## src/sv/u8r_pkg.sv

```systemverilog
`timescale 1ns / 1ps
// ----------------------------------------------------------------------------
// u8r_pkg
// shared types, constants and the lead byte classifier of the utf-8 repair
// stream
// ----------------------------------------------------------------------------
package u8r_pkg;

  localparam int QUEUE_DEPTH = 2;

  localparam logic [7:0] REP_BYTE0 = 8'hEF;
  localparam logic [7:0] REP_BYTE1 = 8'hBF;
  localparam logic [7:0] REP_BYTE2 = 8'hBD;

  localparam logic [7:0] MASK_1 = 8'h80;
  localparam logic [7:0] MASK_2 = 8'hE0;
  localparam logic [7:0] MASK_3 = 8'hF0;
  localparam logic [7:0] MASK_4 = 8'hF8;
  localparam logic [7:0] LEAD_2 = 8'hC0;
  localparam logic [7:0] LEAD_3 = 8'hE0;
  localparam logic [7:0] LEAD_4 = 8'hF0;
  localparam logic [7:0] CONT_MASK = 8'hC0;
  localparam logic [7:0] CONT_CODE = 8'h80;

  // one unit of output work: some replacement characters, then raw bytes
  typedef struct packed {
    logic [3:0][7:0] raw;
    logic [2:0]      raw_cnt;
    logic [2:0]      rep_cnt;
    logic            text_end;
  } job_t;

  // sequence length from a lead byte, zero for an invalid lead
  function automatic logic [2:0] lead_len(input logic [7:0] b);
    logic [2:0] len;
    if ((b & MASK_1) == 8'h00)        len = 3'd1;
    else if ((b & MASK_2) == LEAD_2)  len = 3'd2;
    else if ((b & MASK_3) == LEAD_3)  len = 3'd3;
    else if ((b & MASK_4) == LEAD_4)  len = 3'd4;
    else                              len = 3'd0;
    return len;
  endfunction

endpackage

```

## src/sv/u8r_if.sv

```systemverilog
`timescale 1ns / 1ps
// ----------------------------------------------------------------------------
// u8r_in_if / u8r_out_if
// valid/ready channels for raw text bytes and repaired bytes
// ----------------------------------------------------------------------------
interface u8r_in_if;
  logic       valid;
  logic       ready;
  logic [7:0] data_byte;
  logic       end_of_text;

  modport source (output valid, output data_byte, output end_of_text, input ready);
  modport sink   (input valid, input data_byte, input end_of_text, output ready);
endinterface

interface u8r_out_if;
  logic       valid;
  logic       ready;
  logic [7:0] out_byte;
  logic       run_last;
  logic       text_done;

  modport source (output valid, output out_byte, output run_last, output text_done,
                  input ready);
  modport sink   (input valid, input out_byte, input run_last, input text_done,
                  output ready);
endinterface

```

## src/sv/u8r_front.sv

```systemverilog
`timescale 1ns / 1ps
// ----------------------------------------------------------------------------
// u8r_front
// takes text bytes, tracks the held sequence and turns each item into a job
// ----------------------------------------------------------------------------
module u8r_front
  import u8r_pkg::*;
(
  input  logic         clk,
  input  logic         rst_n,
  u8r_in_if.sink       in_ch,
  input  logic         q_full,
  output logic         push,
  output job_t         job
);

  logic [2:0][7:0] held_r, held_nxt;
  logic [1:0]      cnt_r, cnt_nxt;
  logic [2:0]      exp_r, exp_nxt;

  logic [7:0] b;
  logic       eot;
  logic       cont;
  logic [2:0] len;
  logic       pass;
  logic       lead;
  logic       fire;

  assign in_ch.ready = !q_full;
  assign fire = in_ch.valid && in_ch.ready;
  assign b    = in_ch.data_byte;
  assign eot  = in_ch.end_of_text;
  assign cont = (b & CONT_MASK) == CONT_CODE;
  assign len  = lead_len(b);

  always_comb begin
    held_nxt     = held_r;
    cnt_nxt      = cnt_r;
    exp_nxt      = exp_r;
    job.raw_cnt  = 3'd0;
    job.rep_cnt  = 3'd0;
    job.text_end = eot;
    pass         = 1'b0;
    lead         = 1'b0;

    if (cnt_r != 2'd0) begin
      if (cont) begin
        if ({1'b0, cnt_r} + 3'd1 == exp_r) begin
          pass        = 1'b1;
          job.raw_cnt = {1'b0, cnt_r} + 3'd1;
          cnt_nxt     = 2'd0;
          exp_nxt     = 3'd0;
        end else if (eot || cnt_r == 2'd3) begin
          job.rep_cnt = {1'b0, cnt_r} + 3'd1;
          cnt_nxt     = 2'd0;
          exp_nxt     = 3'd0;
        end else begin
          held_nxt[cnt_r] = b;
          cnt_nxt         = cnt_r + 2'd1;
        end
      end else begin
        job.rep_cnt = {1'b0, cnt_r};
        cnt_nxt     = 2'd0;
        exp_nxt     = 3'd0;
        lead        = 1'b1;
      end
    end else begin
      lead = 1'b1;
    end

    if (lead) begin
      if (len == 3'd1) begin
        job.raw_cnt = 3'd1;
      end else if (len == 3'd0 || eot) begin
        job.rep_cnt = job.rep_cnt + 3'd1;
      end else begin
        held_nxt[0] = b;
        cnt_nxt     = 2'd1;
        exp_nxt     = len;
      end
    end

    if (eot) begin
      cnt_nxt = 2'd0;
      exp_nxt = 3'd0;
    end

    // held bytes first on a completed sequence, then the current byte
    for (int i = 0; i < 4; i++) begin
      if (pass && i < 3 && 2'(i) < cnt_r) job.raw[i] = held_r[i[1:0]];
      else                                 job.raw[i] = b;
    end
  end

  assign push = fire && (job.raw_cnt != 3'd0 || job.rep_cnt != 3'd0);

  always_ff @(posedge clk) begin
    if (!rst_n) begin
      cnt_r <= 2'd0;
      exp_r <= 3'd0;
    end else if (fire) begin
      cnt_r <= cnt_nxt;
      exp_r <= exp_nxt;
    end
  end

  always_ff @(posedge clk) begin
    if (fire) held_r <= held_nxt;
  end

endmodule

```

## src/sv/u8r_queue.sv

```systemverilog
`timescale 1ns / 1ps
// ----------------------------------------------------------------------------
// u8r_queue
// short job queue between the front and the back
// ----------------------------------------------------------------------------
module u8r_queue
  import u8r_pkg::*;
#(
  parameter int DEPTH = QUEUE_DEPTH
) (
  input  logic clk,
  input  logic rst_n,
  input  logic push,
  input  job_t push_job,
  input  logic pop,
  output job_t head,
  output logic full,
  output logic empty
);

  localparam int PW = (DEPTH > 1) ? $clog2(DEPTH) : 1;
  localparam int CW = $clog2(DEPTH + 1);

  job_t          mem_r [DEPTH];
  logic [PW-1:0] wr_r, wr_nxt;
  logic [PW-1:0] rd_r, rd_nxt;
  logic [CW-1:0] cnt_r, cnt_nxt;
  logic          do_push, do_pop;

  assign full    = cnt_r == CW'(DEPTH);
  assign empty   = cnt_r == '0;
  assign do_push = push && !full;
  assign do_pop  = pop && !empty;
  assign head    = mem_r[rd_r];

  always_comb begin
    wr_nxt  = wr_r;
    rd_nxt  = rd_r;
    cnt_nxt = cnt_r;
    if (do_push) wr_nxt = (wr_r == PW'(DEPTH - 1)) ? '0 : wr_r + PW'(1);
    if (do_pop)  rd_nxt = (rd_r == PW'(DEPTH - 1)) ? '0 : rd_r + PW'(1);
    if (do_push && !do_pop)      cnt_nxt = cnt_r + CW'(1);
    else if (do_pop && !do_push) cnt_nxt = cnt_r - CW'(1);
  end

  always_ff @(posedge clk) begin
    if (!rst_n) begin
      wr_r  <= '0;
      rd_r  <= '0;
      cnt_r <= '0;
    end else begin
      wr_r  <= wr_nxt;
      rd_r  <= rd_nxt;
      cnt_r <= cnt_nxt;
    end
  end

  always_ff @(posedge clk) begin
    if (do_push) mem_r[wr_r] <= push_job;
  end

endmodule

```

## src/sv/u8r_back.sv

```systemverilog
`timescale 1ns / 1ps
// ----------------------------------------------------------------------------
// u8r_back
// expands one job into replacement and raw output bytes
// ----------------------------------------------------------------------------
module u8r_back
  import u8r_pkg::*;
(
  input  logic     clk,
  input  logic     rst_n,
  input  job_t     head,
  input  logic     q_empty,
  output logic     pop,
  u8r_out_if.source out_ch
);

  job_t       job_r;
  logic       vld_r, vld_nxt;
  logic [2:0] rep_r, rep_nxt;
  logic [1:0] sub_r, sub_nxt;
  logic [1:0] raw_r, raw_nxt;

  logic in_rep;
  logic last;
  logic fire;

  assign in_rep = rep_r < job_r.rep_cnt;
  assign last   = in_rep
                ? (rep_r + 3'd1 == job_r.rep_cnt && sub_r == 2'd2 && job_r.raw_cnt == 3'd0)
                : ({1'b0, raw_r} + 3'd1 == job_r.raw_cnt);
  assign fire   = vld_r && out_ch.ready;

  always_comb begin
    if (in_rep) begin
      case (sub_r)
        2'd0:    out_ch.out_byte = REP_BYTE0;
        2'd1:    out_ch.out_byte = REP_BYTE1;
        default: out_ch.out_byte = REP_BYTE2;
      endcase
    end else begin
      out_ch.out_byte = job_r.raw[raw_r];
    end
  end

  assign out_ch.valid     = vld_r;
  assign out_ch.run_last  = last;
  assign out_ch.text_done = last && job_r.text_end;

  assign pop = (!vld_r || (fire && last)) && !q_empty;

  always_comb begin
    vld_nxt = vld_r;
    rep_nxt = rep_r;
    sub_nxt = sub_r;
    raw_nxt = raw_r;
    if (pop) begin
      vld_nxt = 1'b1;
      rep_nxt = 3'd0;
      sub_nxt = 2'd0;
      raw_nxt = 2'd0;
    end else if (fire && last) begin
      vld_nxt = 1'b0;
    end else if (fire) begin
      if (in_rep) begin
        if (sub_r == 2'd2) begin
          sub_nxt = 2'd0;
          rep_nxt = rep_r + 3'd1;
        end else begin
          sub_nxt = sub_r + 2'd1;
        end
      end else begin
        raw_nxt = raw_r + 2'd1;
      end
    end
  end

  always_ff @(posedge clk) begin
    if (!rst_n) begin
      vld_r <= 1'b0;
      rep_r <= 3'd0;
      sub_r <= 2'd0;
      raw_r <= 2'd0;
    end else begin
      vld_r <= vld_nxt;
      rep_r <= rep_nxt;
      sub_r <= sub_nxt;
      raw_r <= raw_nxt;
    end
  end

  always_ff @(posedge clk) begin
    if (pop) job_r <= head;
  end

endmodule

```

## src/sv/utf8_repair_stream.sv

```systemverilog
`timescale 1ns / 1ps
// ----------------------------------------------------------------------------
// utf8_repair_stream
// repairs a utf-8 text byte stream, broken sequences become EF BF BD
//
// in_ch carries one text byte per item with end_of_text on the final byte.
// out_ch carries repaired bytes; run_last marks the last byte caused by an
// input item, text_done the last byte of the whole text.
// the front classifies each item and holds an open multi-byte sequence; an
// item that produces output becomes a job in a queue of QUEUE_DEPTH entries.
// the back expands a job at one byte per cycle while out_ch is ready: up to
// four replacement characters and up to four raw bytes, at most twelve bytes
// per item. the first output byte is offered from the back's job register,
// loaded from the queue. throughput is one item per cycle while each item
// yields at most one byte and out_ch is ready; items yielding more hold the
// back until all their bytes are sent. when out_ch stalls the back holds its
// byte, the queue fills and then in_ch.ready drops; nothing is lost.
// synchronous reset clears the held sequence, the queue and the back.
// ----------------------------------------------------------------------------
module utf8_repair_stream
  import u8r_pkg::*;
#(
  parameter int QDEPTH = QUEUE_DEPTH
) (
  input  logic      clk,
  input  logic      rst_n,
  u8r_in_if.sink    in_ch,
  u8r_out_if.source out_ch
);

  job_t push_job;
  job_t head;
  logic push;
  logic pop;
  logic q_full;
  logic q_empty;

  u8r_front u_front (
    .clk    (clk),
    .rst_n  (rst_n),
    .in_ch  (in_ch),
    .q_full (q_full),
    .push   (push),
    .job    (push_job)
  );

  u8r_queue #(
    .DEPTH (QDEPTH)
  ) u_queue (
    .clk      (clk),
    .rst_n    (rst_n),
    .push     (push),
    .push_job (push_job),
    .pop      (pop),
    .head     (head),
    .full     (q_full),
    .empty    (q_empty)
  );

  u8r_back u_back (
    .clk     (clk),
    .rst_n   (rst_n),
    .head    (head),
    .q_empty (q_empty),
    .pop     (pop),
    .out_ch  (out_ch)
  );

endmodule

```

## src/flat_wrapper.sv

```systemverilog
// flat-port wrapper written by rule: the top's interface ports become plain ports
module utf8_repair_stream_flat import u8r_pkg::*;
#(
  parameter int QDEPTH = QUEUE_DEPTH
)
  (clk, rst_n, in_ch_valid, in_ch_data_byte, in_ch_end_of_text, in_ch_ready, out_ch_valid, out_ch_out_byte, out_ch_run_last, out_ch_text_done, out_ch_ready);
  u8r_in_if in_ch_i ();
  u8r_out_if out_ch_i ();
  input  logic clk;
  input  logic rst_n;
  input wire logic [$bits(in_ch_i.valid)-1:0] in_ch_valid;
  input wire logic [$bits(in_ch_i.data_byte)-1:0] in_ch_data_byte;
  input wire logic [$bits(in_ch_i.end_of_text)-1:0] in_ch_end_of_text;
  output wire logic [$bits(in_ch_i.ready)-1:0] in_ch_ready;
  output wire logic [$bits(out_ch_i.valid)-1:0] out_ch_valid;
  output wire logic [$bits(out_ch_i.out_byte)-1:0] out_ch_out_byte;
  output wire logic [$bits(out_ch_i.run_last)-1:0] out_ch_run_last;
  output wire logic [$bits(out_ch_i.text_done)-1:0] out_ch_text_done;
  input wire logic [$bits(out_ch_i.ready)-1:0] out_ch_ready;
  assign in_ch_i.valid = in_ch_valid;
  assign in_ch_i.data_byte = in_ch_data_byte;
  assign in_ch_i.end_of_text = in_ch_end_of_text;
  assign in_ch_ready = in_ch_i.ready;
  assign out_ch_valid = out_ch_i.valid;
  assign out_ch_out_byte = out_ch_i.out_byte;
  assign out_ch_run_last = out_ch_i.run_last;
  assign out_ch_text_done = out_ch_i.text_done;
  assign out_ch_i.ready = out_ch_ready;
  utf8_repair_stream #(.QDEPTH(QDEPTH)) u_core (.clk(clk), .rst_n(rst_n), .in_ch(in_ch_i), .out_ch(out_ch_i));
endmodule
```

## config.mk

```make
export PLATFORM = sky130hd
export DESIGN_NAME = utf8_repair_stream_flat
export DESIGN_NICKNAME = d
export VERILOG_FILES = /design/src/sv/u8r_pkg.sv /design/src/sv/u8r_if.sv /design/src/sv/u8r_front.sv /design/src/sv/u8r_queue.sv /design/src/sv/u8r_back.sv /design/src/sv/utf8_repair_stream.sv /design/src/flat_wrapper.sv
export SDC_FILE = /design/constraint.sdc
export NUM_CORES = 1
export LEC_CHECK = 0
export BUFFER_PORTS_ARGS = -buffer_cell sky130_fd_sc_hd__clkbuf_2
export CAP_MARGIN = 10
export CORE_ASPECT_RATIO = 1.1
export CORE_MARGIN = 1
export CORE_UTILIZATION = 56
export DETAILED_ROUTE_END_ITERATION = 10
export MAX_ROUTING_LAYER = met4
export PLACE_DENSITY_LB_ADDON = 0.12
export SLEW_MARGIN = 10
export SYNTH_ARGS = -nofsm -noshare
export SYNTH_HDL_FRONTEND = slang
export SYNTH_HIERARCHICAL = 1
export SYNTH_SLANG_ARGS = --single-unit
```

## constraint.sdc

```tcl
create_clock -name clk -period 6.9 [get_ports clk]
set_clock_uncertainty 0.1 [all_clocks]
set_input_delay 1.035 -clock clk [delete_from_list [all_inputs] [get_ports clk]]
set_output_delay 1.035 -clock clk [all_outputs]
set_load 0.01 [all_outputs]
```

==> flow_summary_export.csv <==
group,metric,value,unit
outcome,status,"completed",
floorplanning,row_count,42,
floorplanning,core_area,12000,sq um
clock_network,clkSinkCount,159,
timing,fin_tns_setup,0,ns
floorplanning,die_area,12700,sq um
clock_network,post-cts-setup-buffer-count,0,
yosys,synth_top_area_share,61.5,%
power,p_per_area,358,nW/um^2
clock_network,postCtsHoldBufs,0,
finish,final_cell_mix,"141 x edfxtp_1, 63 x mux2_2, 24 x clkbuf_2, 19 x nand2_1, 18 x dfxtp_1",
grt,grt_pass1_wl,18.1,mm
grt,grt_max_degree,41,
routing,drc,0,
critical_path,reg2reg_depth,8,
placed_design,hpwl,7.18,mm
finish,final_nets,478,
finish,nFillCells,890,
yosys,syn_area_per_cell,16.0,sq um
yosys,yosysTopAreaCell,"edfxtp_1",
routing,vias,3445,
clock_network,cts_tree,"yes",
worst_hold_path,min_path_cells,2,
clock_network,cts_buffers,17,
power,p_leak,2.67,nW
timing,max_slew_margin,36.7,%
timing,worstMarginPinSlew,0.949,ns
critical_path,cp-start-kind,"flip-flop",
finish,finish.utilization,63.9,%
grt,grt_pass1_vias,3436,
floorplanning,num_io_pins,25,
clock_network,path_clk_slew,0.06,ns
timing,post-route-min-period,4.09,ns
timing,rsz0062_at_grt,"false",
clock_network,clockBufferDepth,2,
timing,drv_slew,0,
timing,min_period_over_period,59.3,%
grt,overflow,0,
finish,multi_input_area,2110,sq um
critical_path,crit_slowest_cell,"and3_2",
finish,drive_above_1_share,32.8,%
floorplanning,initial_core_util,57.4,%
routing,via_per_inst,5.56,
clock_network,clk_latency,0.42,ns
finish,area_growth,11.3,%
floorplanning,die_x,108,microns
clock_network,cts_root_buffer,"clkbuf_16",
yosys,synth.yosys.seq_area_share,66.8,%
critical_path,critical-path-max-stage-delay,0.86,ns
timing,setup_viol,0,
yosys,yosys.cell_types.count,59,
yosys,synth_warnings,6,
critical_path,cp-end-kind,"flip-flop",
yosys,synth.cell_area,6880,sq um
timing,fmax,0.244,GHz
finish,layout_commonest_cell,"edfxtp_1",
critical_path,cp.required,6.84,ns
yosys,syn-num-nets,454,
yosys,synth_cells,429,
job,drv_cap,0,
routing,wire_per_inst,18.1,microns
critical_path,worst-setup-path-type,"flip-flop to flip-flop",
placed_design,io_buffers,24,
routing,totalWireLength,11.2,mm
finish,regArea,4590,sq um
worst_hold_path,min_path_type,"flip-flop to flip-flop",
yosys,ys_top_cells_by_area,"edfxtp_1 62%, mux2_2 10%, dfxtp_1 5.2%, mux4_2 2.6%, ha_1 2.2%",
routing,first_pass_iters,4,
clock_network,cts_htree_levels,4,
floorplanning,die_h,118,microns
grt,track_usage,20.3,%
placed_design,gp_congestion,0.861,
timing,finalHoldViolations,0,
clock_network,cts_resized,0,
yosys,yosys_register_bits,159,
grt,antenna_found_initial,0,
routing,drtIter0Drc,198,
routing,final_antenna_net_count,0,
critical_path,path_max_fanout,39,
power,ir_drop,0.182,mV
finish,n_antenna_cell,0,
critical_path,crit_arrival,4.03,ns
critical_path,crit_chain,"inv_1 > ha_1 > xnor2_1 > nand4_1 > o21ai_0 > a221oi_1 > a41oi_1 > and3_2",
## worst paths after layout
kind	from	end	slack [ns]
hold / removal	u_core/u_back/sub_r[0]	u_core/u_back/sub_r[1]	0.42
setup reg to reg	u_core/u_front/cnt_r[0]	u_core/u_queue/mem_r[1][31]	2.81
setup / recovery	u_core/u_front/cnt_r[0]	u_core/u_queue/mem_r[1][31]	2.81
hold reg to reg	u_core/u_back/sub_r[0]	u_core/u_back/sub_r[1]	0.42
## layout make-up
class / instances / area share [%]
Clock buffer: 17 / 5.55
Clock inverter: 15 / 1.94
Inverter: 12 / 0.588
Multi-Input combinational cell: 236 / 27.6
Sequential cell: 159 / 60.0
Tap cell: 154 / 2.52
Timing Repair Buffer: 27 / 1.86
## where the power goes
part / total, mW / internal, mW / switching (mW)
clock network: 0.896 / 0.507 / 0.389
logic: 0.468 / 0.211 / 0.258
registers: 1.38 / 1.31 / 0.0662
## Yosys cell counts (all sizes together)
master and number:
a2111oi 1, a211o 1, a21boi 6, a21o 2, a21oi 6, a221oi 1, a22o 1, a311oi 1
a31o 2, a31oi 4, a32oi 1, a41oi 1, and2 8, and3 1, and4b 1, buf 18
clkbuf 4, dfxtp 18, edfxtp 141, ha 12, inv 12, mux2 64, mux2i 3, mux4 8
nand2 21, nand2b 5, nand3 5, nand3b 1, nand4 2, nor2 14, nor2b 3, nor3 5
nor3b 2, nor4 4, o21a 6, o21ai 11, o221a 1, o31ai 1, or2 6, or2b 1
or3 4, or4 2, xnor2 9, xor2 8, xor3 1
## flip-flops by register name, summed over array words and instances, names as in the netlist, named ones only
register / flops
u_core/u_back/sub_r: 2
u_core/u_queue/wr_r: 1
u_core/u_queue/cnt_r: 2
u_core/u_queue/mem_r: 78
u_core/u_front/exp_r: 3
u_core/u_queue/rd_r: 1
u_core/u_back/out_ch.valid: 1
u_core/u_back/rep_r: 3
u_core/u_front/held_r: 24
u_core/u_front/cnt_r: 2
u_core/u_back/raw_r: 2
u_core/u_back/job_r: 39
## logic make-up after synthesis
kind of cell / after synthesis / share of synthesized area (%)
multiplexers: 75 / 13.5
flip-flops: 159 / 66.8
XOR/XNOR: 18 / 2.78
AO/OA/AOI/OAI: 46 / 4.82
AND/OR/NAND/NOR: 85 / 7.26
buffers and inverters: 34 / 2.64
adder cells (fa/ha/maj): 12 / 2.18
## per-stage QoR
stage                     area, sq um  hold slack [ns]  setup slack (ns)  power (mW)  std cells
after floorplan                  6880            0.376              2.33        1.74        429
after global placement           7090            0.390              2.74        1.85        588
after detailed placement         7090            0.410              2.66        1.87        588
after CTS                        7660            0.425              2.84        2.77        620
after global routing             7660            0.455              2.53        2.87        620
final                            7660            0.421              2.81        2.74        620
## critical path: cells and delay by family (launching register included)
kind                       cells  cell delay (ns)
and+or+nand+nor                2             1.28
AOI/OAI and AO/OA              3             0.73
adders and majority gates      1             0.43
DFF                            1             0.67
xor gates and xnor gates       1             0.30
buffers and inverters          1             0.17
## layer usage
metal,global-route usage [%],wire length [microns],up-vias
met1,26.6,5150,1705
met3,4.80,356,8
met2,30.8,5610,54
met4,7.96,83,0
met5,-,0,-
li1,-,-,1678
Power figures use the tool's default switching activity.
